==> config.mk <==
export PLATFORM = sky130hd
export DESIGN_NAME = sprite_pixel_fifo_mixer
export DESIGN_NICKNAME = d
export VERILOG_FILES = /design/src/hw/rtl/spm_pkg.sv /design/src/hw/rtl/spm_lane.sv /design/src/hw/rtl/spm_queue.sv /design/src/hw/rtl/spm_mix.sv /design/src/hw/rtl/sprite_pixel_fifo_mixer.sv
export SDC_FILE = /design/constraint.sdc
export NUM_CORES = 1
export LEC_CHECK = 0
export BUFFER_PORTS_ARGS = -buffer_cell sky130_fd_sc_hd__buf_2
export CORE_MARGIN = 1
export CORE_UTILIZATION = 35
export CTS_BUF_LIST = sky130_fd_sc_hd__clkbuf_16
export DETAILED_ROUTE_END_ITERATION = 7
export GPL_TIMING_DRIVEN = 0
export PLACE_DENSITY = 0.52
export SKIP_CTS_REPAIR_TIMING = 1
export SLEW_MARGIN = 0
export SYNTH_ARGS = -nofsm -noshare
export SYNTH_HDL_FRONTEND = slang
export SYNTH_SLANG_ARGS = --single-unit
==> constraint.sdc <==
create_clock -name clk -period 12 [get_ports clk]
set_clock_uncertainty 0.1 [all_clocks]
set_input_delay 0.6 -clock clk [delete_from_list [all_inputs] [get_ports clk]]
set_output_delay 0.6 -clock clk [all_outputs]
set_load 0.05 [all_outputs]
==> src/hw/rtl/spm_pkg.sv <==
`timescale 1ns / 1ps
package spm_pkg;

  // Queue geometry
  localparam int QUEUE_DEPTH = 8;
  localparam int IDX_W       = $clog2(QUEUE_DEPTH);
  localparam int CNT_W       = $clog2(QUEUE_DEPTH + 1);
  localparam int ROW_PIXELS  = 8;
  localparam int PIX_W       = $clog2(ROW_PIXELS);
  localparam int X_W         = 9;

  // Configuration register indexes (byte address 4*index)
  localparam logic [1:0] REG_BG_PALETTE       = 2'd0;
  localparam logic [1:0] REG_OBJ_PALETTE_ZERO = 2'd1;
  localparam logic [1:0] REG_OBJ_PALETTE_ONE  = 2'd2;

  typedef enum logic [1:0] {
    OP_PUSH    = 2'd0,
    OP_OUTPUT  = 2'd1,
    OP_DISCARD = 2'd2,
    OP_CLEAR   = 2'd3
  } op_t;

  // One queued sprite pixel
  typedef struct packed {
    logic [X_W-1:0] x;
    logic [1:0]     colour;
    logic           pal;
    logic           prio;
  } sprite_px_t;

  // Per-lane overwrite decision: which row pixel replaces this entry
  typedef struct packed {
    logic             ovr;
    logic [PIX_W-1:0] idx;
  } lane_hit_t;

  // Request from the top level to the queue for one transaction
  typedef struct packed {
    op_t        op;
    logic       pop;
    logic [7:0] tile_low;
    logic [7:0] tile_high;
    logic [7:0] sprite_x;
    logic       x_flip;
    logic       sprite_palette;
    logic       behind_background;
  } queue_req_t;

  // Mixer decision for an output transaction
  typedef struct packed {
    logic [1:0] shade;
    logic       from_sprite;
    logic       pop;
  } mix_res_t;

endpackage

==> src/hw/rtl/spm_lane.sv <==
`timescale 1ns / 1ps
module spm_lane import spm_pkg::*; (
  input  logic                       active,
  input  sprite_px_t                 entry,
  input  logic [7:0]                 sprite_x,
  input  logic                       prio,
  input  logic [ROW_PIXELS-1:0][1:0] pix_colour,
  output lane_hit_t                  hit
);

  logic [X_W-1:0]   diff;
  logic             in_row;
  logic [PIX_W-1:0] idx;
  logic [1:0]       new_colour;
  logic             wins;

  // Locate the row pixel that shares this entry's x
  assign diff   = entry.x - {1'b0, sprite_x};
  assign in_row = active && (diff[X_W-1:PIX_W] == '0);
  assign idx    = diff[PIX_W-1:0];

  // Replace a transparent entry or one of weaker priority with an opaque pixel
  assign new_colour = pix_colour[idx];
  assign wins = (new_colour != 2'd0) && ((entry.colour == 2'd0) || (entry.prio && !prio));

  assign hit.ovr = in_row && wins;
  assign hit.idx = idx;

endmodule

==> src/hw/rtl/spm_queue.sv <==
`timescale 1ns / 1ps
module spm_queue import spm_pkg::*; (
  input  logic             clk,
  input  logic             rst_n,
  input  logic             accept,
  input  queue_req_t       req,
  output sprite_px_t       front,
  output logic [CNT_W-1:0] count,
  output logic [CNT_W-1:0] count_nxt
);

  sprite_px_t                 entry_r   [QUEUE_DEPTH];
  sprite_px_t                 entry_nxt [QUEUE_DEPTH];
  logic [CNT_W-1:0]           count_r;
  logic [CNT_W-1:0]           count_nxt_c;
  logic [ROW_PIXELS-1:0][1:0] pix_colour;
  logic [QUEUE_DEPTH-1:0]     lane_act;
  lane_hit_t                  hit [QUEUE_DEPTH];
  logic [ROW_PIXELS-1:0]      taken;
  logic [QUEUE_DEPTH-1:0]     app_vld;
  logic [PIX_W-1:0]           app_src [QUEUE_DEPTH];
  logic [CNT_W-1:0]           app_cnt;
  logic                       do_pop;

  // Decode the tile row into colour numbers, leftmost pixel first
  always_comb begin
    logic [PIX_W-1:0] b;
    b = '0;
    for (int i = 0; i < ROW_PIXELS; i++) begin
      b = req.x_flip ? PIX_W'(i) : PIX_W'(ROW_PIXELS - 1 - i);
      pix_colour[i] = {req.tile_high[b], req.tile_low[b]};
    end
  end

  // One compare lane per queued entry
  for (genvar j = 0; j < QUEUE_DEPTH; j++) begin : g_lane
    assign lane_act[j] = CNT_W'(j) < count_r;
    spm_lane u_lane (
      .active     (lane_act[j]),
      .entry      (entry_r[j]),
      .sprite_x   (req.sprite_x),
      .prio       (req.behind_background),
      .pix_colour (pix_colour),
      .hit        (hit[j])
    );
  end

  // Merge lane decisions into a per-pixel taken mask
  always_comb begin
    taken = '0;
    for (int j = 0; j < QUEUE_DEPTH; j++) begin
      if (hit[j].ovr) begin
        taken[hit[j].idx] = 1'b1;
      end
    end
  end

  // Compact the untaken pixels beyond the old count into the free slots
  always_comb begin
    logic [CNT_W-1:0] dst;
    dst     = '0;
    app_vld = '0;
    app_cnt = '0;
    for (int d = 0; d < QUEUE_DEPTH; d++) begin
      app_src[d] = '0;
    end
    for (int i = 0; i < ROW_PIXELS; i++) begin
      if ((CNT_W'(i) >= count_r) && !taken[i]) begin
        dst = count_r + app_cnt;
        app_vld[dst[IDX_W-1:0]] = 1'b1;
        app_src[dst[IDX_W-1:0]] = PIX_W'(i);
        app_cnt = app_cnt + CNT_W'(1);
      end
    end
  end

  // Next queue contents and count
  always_comb begin
    for (int j = 0; j < QUEUE_DEPTH; j++) begin
      entry_nxt[j] = entry_r[j];
    end
    count_nxt_c = count_r;
    do_pop      = 1'b0;
    case (req.op)
      OP_PUSH: begin
        for (int j = 0; j < QUEUE_DEPTH; j++) begin
          if (hit[j].ovr) begin
            entry_nxt[j].colour = pix_colour[hit[j].idx];
            entry_nxt[j].pal    = req.sprite_palette;
            entry_nxt[j].prio   = req.behind_background;
          end else if (app_vld[j]) begin
            entry_nxt[j].x      = {1'b0, req.sprite_x} + X_W'(app_src[j]);
            entry_nxt[j].colour = pix_colour[app_src[j]];
            entry_nxt[j].pal    = req.sprite_palette;
            entry_nxt[j].prio   = req.behind_background;
          end
        end
        count_nxt_c = count_r + app_cnt;
      end
      OP_OUTPUT: begin
        do_pop = req.pop && (count_r != '0);
      end
      OP_DISCARD: begin
        do_pop = count_r != '0;
      end
      OP_CLEAR: begin
        count_nxt_c = '0;
      end
      default: begin
        count_nxt_c = count_r;
      end
    endcase
    // Advance every entry one place toward the front
    if (do_pop) begin
      for (int j = 0; j < QUEUE_DEPTH - 1; j++) begin
        entry_nxt[j] = entry_r[j + 1];
      end
      count_nxt_c = count_r - CNT_W'(1);
    end
  end

  always_ff @(posedge clk) begin
    if (!rst_n) begin
      count_r <= '0;
    end else if (accept) begin
      count_r <= count_nxt_c;
    end
  end

  always_ff @(posedge clk) begin
    if (accept) begin
      for (int j = 0; j < QUEUE_DEPTH; j++) begin
        entry_r[j] <= entry_nxt[j];
      end
    end
  end

  assign front     = entry_r[0];
  assign count     = count_r;
  assign count_nxt = count_nxt_c;

`ifndef SYNTHESIS
  a_count_bound: assert property (@(posedge clk) disable iff (!rst_n)
    count_r <= CNT_W'(QUEUE_DEPTH))
    else $error("queue count above depth");

  a_clear_empties: assert property (@(posedge clk) disable iff (!rst_n)
    accept && (req.op == OP_CLEAR) |=> count_r == '0)
    else $error("clear left pixels queued");

  a_push_no_shrink: assert property (@(posedge clk) disable iff (!rst_n)
    accept && (req.op == OP_PUSH) |=> count_r >= $past(count_r))
    else $error("push reduced queue count");

  a_discard_pops: assert property (@(posedge clk) disable iff (!rst_n)
    accept && (req.op == OP_DISCARD) && (count_r != '0)
    |=> count_r == $past(count_r) - CNT_W'(1))
    else $error("discard did not pop exactly one pixel");
`endif

endmodule

==> src/hw/rtl/spm_mix.sv <==
`timescale 1ns / 1ps
module spm_mix import spm_pkg::*; (
  input  logic [1:0]       bg_color,
  input  logic             bg_window_enable,
  input  logic             sprites_enable,
  input  sprite_px_t       front,
  input  logic [CNT_W-1:0] count,
  input  logic [7:0]       bg_palette,
  input  logic [7:0]       obj_palette_zero,
  input  logic [7:0]       obj_palette_one,
  output mix_res_t         res
);

  function automatic logic [1:0] shade_of(input logic [7:0] pal, input logic [1:0] colour);
    shade_of = pal[{colour, 1'b0} +: 2];
  endfunction

  logic [1:0] bg;
  logic       wins;
  logic [7:0] obj_pal;

  // Force background to colour zero when disabled
  assign bg = bg_window_enable ? bg_color : 2'd0;

  // Pop the front pixel whenever sprites are on and one is queued
  assign res.pop = sprites_enable && (count != '0);

  // Sprite wins unless transparent or hidden behind opaque background
  assign wins    = res.pop && (!front.prio || (bg == 2'd0)) && (front.colour != 2'd0);
  assign obj_pal = front.pal ? obj_palette_one : obj_palette_zero;

  assign res.from_sprite = wins;
  assign res.shade       = wins ? shade_of(obj_pal, front.colour) : shade_of(bg_palette, bg);

endmodule

==> src/hw/rtl/sprite_pixel_fifo_mixer.sv <==
`timescale 1ns / 1ps
// Channel   Direction  Handshake             Payload
// in_       slave      in_tvalid/in_tready   tuser: operation; tdata: row and mix fields
// out_      master     out_tvalid/out_tready tuser: shade_valid; tdata: shade, flags, count
// cfg_      APB slave  psel/penable/pready   three 8-bit palettes at 0x0, 0x4, 0x8
//
// The queue updates at the accepting edge and its result sits in the output register
// from the next cycle on. Throughput is one transaction per cycle while in_tready is
// high; the lane compare and append compaction over the eight queue entries are
// combinational.
// in_tready drops only while a result waits and out_tready is low.
// Reset clears the queue count, palettes and output valid; queue entries are
// not cleared.
module sprite_pixel_fifo_mixer import spm_pkg::*; (
  input  logic        clk,
  input  logic        rst_n,
  input  logic        in_tvalid,
  output logic        in_tready,
  // [7:0] tile_low, [15:8] tile_high, [23:16] sprite_x, [24] x_flip,
  // [25] sprite_palette, [26] behind_background, [28:27] bg_color,
  // [29] bg_window_enable, [30] sprites_enable, [31] zero
  input  logic [31:0] in_tdata,
  // [1:0] operation
  input  logic [1:0]  in_tuser,
  output logic        out_tvalid,
  input  logic        out_tready,
  // [1:0] shade, [2] from_sprite, [6:3] queued_count, [7] zero
  output logic [7:0]  out_tdata,
  // [0] shade_valid
  output logic        out_tuser,
  input  logic        cfg_psel,
  input  logic        cfg_penable,
  input  logic        cfg_pwrite,
  input  logic [3:0]  cfg_paddr,
  input  logic [31:0] cfg_pwdata,
  output logic [31:0] cfg_prdata,
  output logic        cfg_pready
);

  logic             in_accept;
  logic             cfg_write;
  logic [1:0]       cfg_index;
  op_t              op;
  queue_req_t       qreq;
  mix_res_t         mix;
  sprite_px_t       front;
  logic [CNT_W-1:0] count;
  logic [CNT_W-1:0] count_nxt;

  logic [7:0]       bg_palette_r;
  logic [7:0]       obj_palette_zero_r;
  logic [7:0]       obj_palette_one_r;

  logic             out_valid_r;
  logic [1:0]       out_shade_r;
  logic             out_from_r;
  logic             out_svalid_r;
  logic [CNT_W-1:0] out_count_r;

  // Configuration registers
  assign cfg_pready = 1'b1;
  assign cfg_write  = cfg_psel && cfg_penable && cfg_pwrite && cfg_pready;
  assign cfg_index  = cfg_paddr[3:2];

  always_ff @(posedge clk) begin
    if (!rst_n) begin
      bg_palette_r       <= '0;
      obj_palette_zero_r <= '0;
      obj_palette_one_r  <= '0;
    end else if (cfg_write) begin
      case (cfg_index)
        REG_BG_PALETTE:       bg_palette_r       <= cfg_pwdata[7:0];
        REG_OBJ_PALETTE_ZERO: obj_palette_zero_r <= cfg_pwdata[7:0];
        REG_OBJ_PALETTE_ONE:  obj_palette_one_r  <= cfg_pwdata[7:0];
        default: begin
          bg_palette_r <= bg_palette_r;
        end
      endcase
    end
  end

  always_comb begin
    case (cfg_index)
      REG_BG_PALETTE:       cfg_prdata = {24'd0, bg_palette_r};
      REG_OBJ_PALETTE_ZERO: cfg_prdata = {24'd0, obj_palette_zero_r};
      REG_OBJ_PALETTE_ONE:  cfg_prdata = {24'd0, obj_palette_one_r};
      default:              cfg_prdata = '0;
    endcase
  end

  // Input handshake: the output register frees as its transaction leaves
  assign in_tready = !out_valid_r || out_tready;
  assign in_accept = in_tvalid && in_tready;
  assign op        = op_t'(in_tuser);

  spm_mix u_mix (
    .bg_color         (in_tdata[28:27]),
    .bg_window_enable (in_tdata[29]),
    .sprites_enable   (in_tdata[30]),
    .front            (front),
    .count            (count),
    .bg_palette       (bg_palette_r),
    .obj_palette_zero (obj_palette_zero_r),
    .obj_palette_one  (obj_palette_one_r),
    .res              (mix)
  );

  assign qreq.op                = op;
  assign qreq.pop               = mix.pop;
  assign qreq.tile_low          = in_tdata[7:0];
  assign qreq.tile_high         = in_tdata[15:8];
  assign qreq.sprite_x          = in_tdata[23:16];
  assign qreq.x_flip            = in_tdata[24];
  assign qreq.sprite_palette    = in_tdata[25];
  assign qreq.behind_background = in_tdata[26];

  spm_queue u_queue (
    .clk       (clk),
    .rst_n     (rst_n),
    .accept    (in_accept),
    .req       (qreq),
    .front     (front),
    .count     (count),
    .count_nxt (count_nxt)
  );

  // Output register: hold until taken
  always_ff @(posedge clk) begin
    if (!rst_n) begin
      out_valid_r <= 1'b0;
    end else if (in_accept) begin
      out_valid_r <= 1'b1;
    end else if (out_tready) begin
      out_valid_r <= 1'b0;
    end
  end

  always_ff @(posedge clk) begin
    if (in_accept) begin
      out_svalid_r <= (op == OP_OUTPUT);
      out_shade_r  <= (op == OP_OUTPUT) ? mix.shade : 2'd0;
      out_from_r   <= (op == OP_OUTPUT) && mix.from_sprite;
      out_count_r  <= count_nxt;
    end
  end

  assign out_tvalid = out_valid_r;
  assign out_tdata  = {1'b0, out_count_r, out_from_r, out_shade_r};
  assign out_tuser  = out_svalid_r;

endmodule
-- Word-level counts from Yosys, hierarchy flattened
Memory sizes are Yosys's and may differ from the RTL's.
Cells that the tools add are included.
- register bits after elaboration: 37
- latch bits: 0
- memory bits (writable): 104
- memory bits (read-only): 0
- bits of input ports: 77
- output and inout port bits: 44
- logic and storage cells: 475
- memories kept: 1
- memories (memory ; depth ; bits a word ; rd ports ; clocked after Yosys merged registers in ; wr ports ; RTL line ; RTL):
    u_queue.entry_r ; 8 ; 13 ; 8 ; 0 ; 8 ; spm_queue.sv:12 ; sprite_px_t entry_r [QUEUE_DEPTH];
- $add $sub $neg: 32
- multipliers: 0
- divide/modulo/power cells: 0
- magnitude comparators: 78
- equality and inequality tests: 5
- shifts and indexed selects: 2
- muxes and demuxes: 186
- bitwise gates (word level): 37
- reductions and logical operators: 125
- operators by type and width (cell ; count):
    24-bit two-way mux ; 6
    8-bit two-way mux ; 17
    3-bit by 4-bit < comparator with 1-bit output (second input constant) ; 32
    8-bit bitwise OR ; 15
    104-bit two-way mux ; 1
    13-bit two-way mux ; 8
    2-bit binary-select mux with 3-bit select ; 16
    91-bit two-way mux ; 1
    8-bit by 3-bit adder with 9-bit output ; 8
    9-bit two-way mux ; 8
    9-bit by 8-bit subtractor with 9-bit output ; 8
    1-bit logical AND ; 71
    3-bit demux with 3-bit select ; 7
    4-bit two-way mux ; 15
    1-bit binary-select mux with 3-bit select ; 16
    1-bit demux with 3-bit select ; 16
    3-bit by 1-bit >= comparator with 1-bit output (second input constant) ; 16
    6-bit logical NOT ; 8
    16-bit bitwise OR ; 3
    3-bit two-way mux ; 15
    2-bit two-way mux ; 19
    1-bit two-way mux ; 37
    16-bit bitwise AND ; 2
    16-bit NOT ; 2
    33 further kinds ; 118

-- Depth between registers and ports, before layout
- depth after elaboration: 53
- mapped depth: 42
- depth with buffers taken out: 40

-- By module
From an unflattened synthesis, not the netlist that was laid out.
- cells, all modules: 2163
- area total of the unflattened synthesis: 18191.2 µm²
- by module, submodules not included (module ; times used ; cells an instance ; area each (µm²) ; seq. area each (µm²)):
    spm_queue ; 1 ; 1343 ; 12087.8 ; 3203.1
    spm_lane at u_queue.g_lane[1].u_lane ... ; 7 ; 78 ; 526.8 ; 0.0
    sprite_pixel_fifo_mixer ; 1 ; 164 ; 1606.5 ; 740.7
    spm_lane at u_queue.g_lane[0].u_lane ; 1 ; 87 ; 576.8 ; 0.0
    spm_mix ; 1 ; 23 ; 232.7 ; 0.0

-- Worst setup path before layout
OpenSTA, ideal clock, no wires.
- path kind: in2reg
- from: input port in_tdata[17]
- to: memory u_queue.entry_r[0][37] (netlist name) (data pin)
- library setup time: 0.267 ns
- data arrival time: 8.874 ns
- required time: 11.633 ns
- path slack: 2.759 ns
- stages on the path: 33
- path buffers: 0
- cell sequence: inv_1 -> fa_1 -> xor2_1 -> mux4_2 -> o21a_4 -> and2_1 -> a41oi_1 -> inv_1 -> ha_1 -> xor2_2 -> ha_1 -> nand2_1 -> o21ai_0 -> ha_1 -> mux2_2 -> ha_1 -> mux2_2 -> ha_1 -> mux2i_1 -> inv_1 -> fa_1 -> xor2_1 -> xnor2_1 -> xnor2_2 -> nor3_2 -> a211oi_1 -> inv_1 -> ha_1 -> a21o_1 -> a21oi_1 -> nor2_1 -> xnor2_1 -> o21ai_0
- RTL lines (item ; RTL line ; RTL):
    start, declared ; sprite_pixel_fifo_mixer.sv:22 ; input logic [31:0] in_tdata,
    end, declared ; spm_queue.sv:12 ;

==> metrics.md <==
| Metric | Value |
|---|---|
| Vias/cell | 6.02 |
| GR Util met3 | 3.76% |
| Final Cycle Share | 94.1% |
| Fin cells | 2,639 |
| P&R area growth vs syn | 11.2% |
| Termination of the worst setup path | u_queue.entry_r[0][37] |
| Placed insts | 2,601 |
| H-tree Lvls | 4 |
| Width of the die | 222 µm |
| Clk_lat worst skew | 0.46 ns |
| Final Hold Fails | 0 |
| MaxCap Viol Count | 0 |
| Die H | 222 µm |
| CTS root buffer | clkbuf_16 |
| Number of buffers created by CTS | 17 |
| Slew HR | 2.67% |
| DRT Pass-1 Iters | 7 |
| Worst EP required | 12.08 ns |
| DP HPWL | 53,900 µm |
| Nets | 2,224 |
| Mean Syn Cell Area | 8.94 µm² |
| I/O pin total | 121 |
| Reg2reg start | u_queue.count[1] |
| #FFs+latches synth | 141 |
| Sink Count | 141 |
| Gr busiest metal | met2 |
| Ys async rst share | 0% |
| Initial antenna violation count | 1 |
| Synth Flop Type | edfxtp_1 |
| CP Capture Type | flip-flop |
| Kind of critical path | in2reg |
| Final Max Slew Viols | 0 |
| # rows | 80 |
| RSZ-0062 raised after global routing | no |
| Minimum clock period | 11.29 ns |
| CTS tree | built |
| Post-synth EDFFs | 112 |
| Crit path largest cell delay | 0.82 ns |
| Final RePlAce weighted congestion | 1.00 |
| Residual DRC | 0 |
| WL/cell | 25.3 µm |
| Congestion Overflow GR | 0 |
| Total GRT Usage | 26.7% |
| Global-route wire length before repair | 97,800 µm |
| Final ANT Viol Nets | 0 |
| Reg2reg setup slack | 0.72 ns |
| Worst-margin pin slew | 1.42 ns |
| Clock tree buffer depth | 2 |
| Initial drt markers | 1,614 |
| Reg2reg path depth | 35 |
| Die area | 49,400 µm² |
| FF-to-FF End | u_queue.entry_r[0][37] |
| Origin of the worst setup path | in_tdata[17] |
| Arrival time worst endpoint | 11.38 ns |
| Mapped Cells | 1,899 |
| Share of layout cells above drive strength 1 | 13.9% |
| Met1 usage | 35.4% |
| Vias | 15,900 |
| Starting density of the core | 35.6% |
| Yosys warning count | 0 |
| Finish-stage setup viols | 0 |
| Routed WL | 66,900 µm |
| M2 GR Usage | 43.8% |
| Pin count of the biggest net entering global routing | 18 |
| Post-Synthesis Cell Area | 17,000 µm² |
| Hold Crit Class | in2reg |
| CP dominant cell by count | ha_1 |
| Clock transition at path regs | 0.07 ns |
| PortBufs | 61 |
| CP startpoint kind | primary input |
| Core Footprint | 47,700 µm² |
| Critical Path Fanout Max | 17 |
| Cell variety after synth | 116 |
| Status | complete, no violations |
| Vias in the first global route | 15,200 |
| Register area share after synthesis | 23.2% |
| Critical-path cell with the highest stage delay | xnor2_1 |
| Fmax | 88.6 MHz |
==> cell type report <==
type / instances / area (µm²)
clock inverter: 15 / 178
tap: 615 / 769
timing repair buffer: 68 / 362
buffer: 115 / 656
multi-input combinational: 1585 / 12200
antenna: 1 / 2.50
inverter: 82 / 312
sequential: 141 / 3940
clock buffer: 17 / 425
fill: 4743 / 28900
==> layer usage <==
metal | wire [µm] | vias to the layer above
met3 | 5070 | 110
met2 | 30900 | 664
met4 | 2440 | 0
met1 | 28500 | 7839
met5 | 0 | -
li1 | - | 7267
==> state kept, by name (all words and copies together), names as in the netlist <==
name and count:
obj_palette_one_r 8, u_queue.entry_r 104, bg_palette_r 8, obj_palette_zero_r 8
out_count_r 4, out_tvalid 1, out_shade_r 2, u_queue.count 4
out_from_r 1, out_tuser 1
==> synth_stat cells (all sizes together) (30+ instances only) <==
cell type    n  area [µm²]
nand2      180         683
nor2       151         569
o21ai      142         714
mux2i      125        1250
ha         114        1430
edfxtp     112        3360
a21oi       93         492
xnor2       81         743
inv         80         300
nand3       69         360
clkbuf      60         229
buf         54         415
mux4        49        1160
nor2b       48         300
nand2b      37         231
mux2        30         338
==> worst min-delay path by stage <==
stage | from | end | depth (start not counted)
finish | in_tvalid | out_tvalid | 3
global route | in_tvalid | out_tvalid | 3
CTS | in_tvalid | out_tvalid | 3
detailed placement | u_queue.entry_r[0][40] | u_queue.entry_r[0][27] | 2
global placement | u_queue.entry_r[0][40] | u_queue.entry_r[0][27] | 2
floorplan | u_queue.entry_r[0][27] | u_queue.entry_r[0][14] | 2
==> critical path: cells and delay by family <==
family | cells | cell delay (ns)
xor gates and xnor gates | 5 | 1.92
buffers and inverters | 8 | 1.73
adders and majority gates | 7 | 2.46
muxes | 4 | 1.21
AOI/OAI and AO/OA | 6 | 1.71
and+or+nand+nor | 8 | 1.73
==> layout by cell type (no fill, tap or decap), drive strengths merged, types with 29 or more instances in the layout <==
master	n
ha	114
nand2b	37
nor3	29
o21ai	142
nand2	180
buf	122
xnor2	81
mux2	30
nor2	151
mux2i	125
edfxtp	112
a21oi	93
dfxtp	29
inv	86
nand3	69
mux4	49
clkbuf	77
nor2b	48
==> logic make-up (layout without fill, tap and decap cells) <==
kind of cell | after synthesis | after routing | synth area share [%]
mux | 204 | 204 | 16.2
simple gates | 647 | 647 | 19.3
xor+xnor | 111 | 111 | 6.33
compound gates | 460 | 460 | 18.2
fa+ha+maj | 137 | 137 | 11.1
flops | 141 | 141 | 23.2
buf+inv | 197 | 297 | 5.66
other cells | 2 | 27 | 0.0442
==> stage by stage <==
step	instance area [µm²]	hold WS (ns)	utilization (%)	worst slack [ns]	setup TNS, ns
3_3_place_gp	18100	0.407	38.0	-0.424	-13.55
6_report	18900	0.301	39.6	0.709	0
4_1_cts	18800	0.285	39.3	0.0190	0
2_1_floorplan	17100	0.392	-	2.76	0
5_1_grt	18900	0.314	39.6	0.0175	0
3_5_place_dp	18200	0.407	38.1	-0.402	-4.33
Power is left out: the tool's default activity adds up to more than one toggle a clock period on the data nets, which glitch-free logic cannot reach.
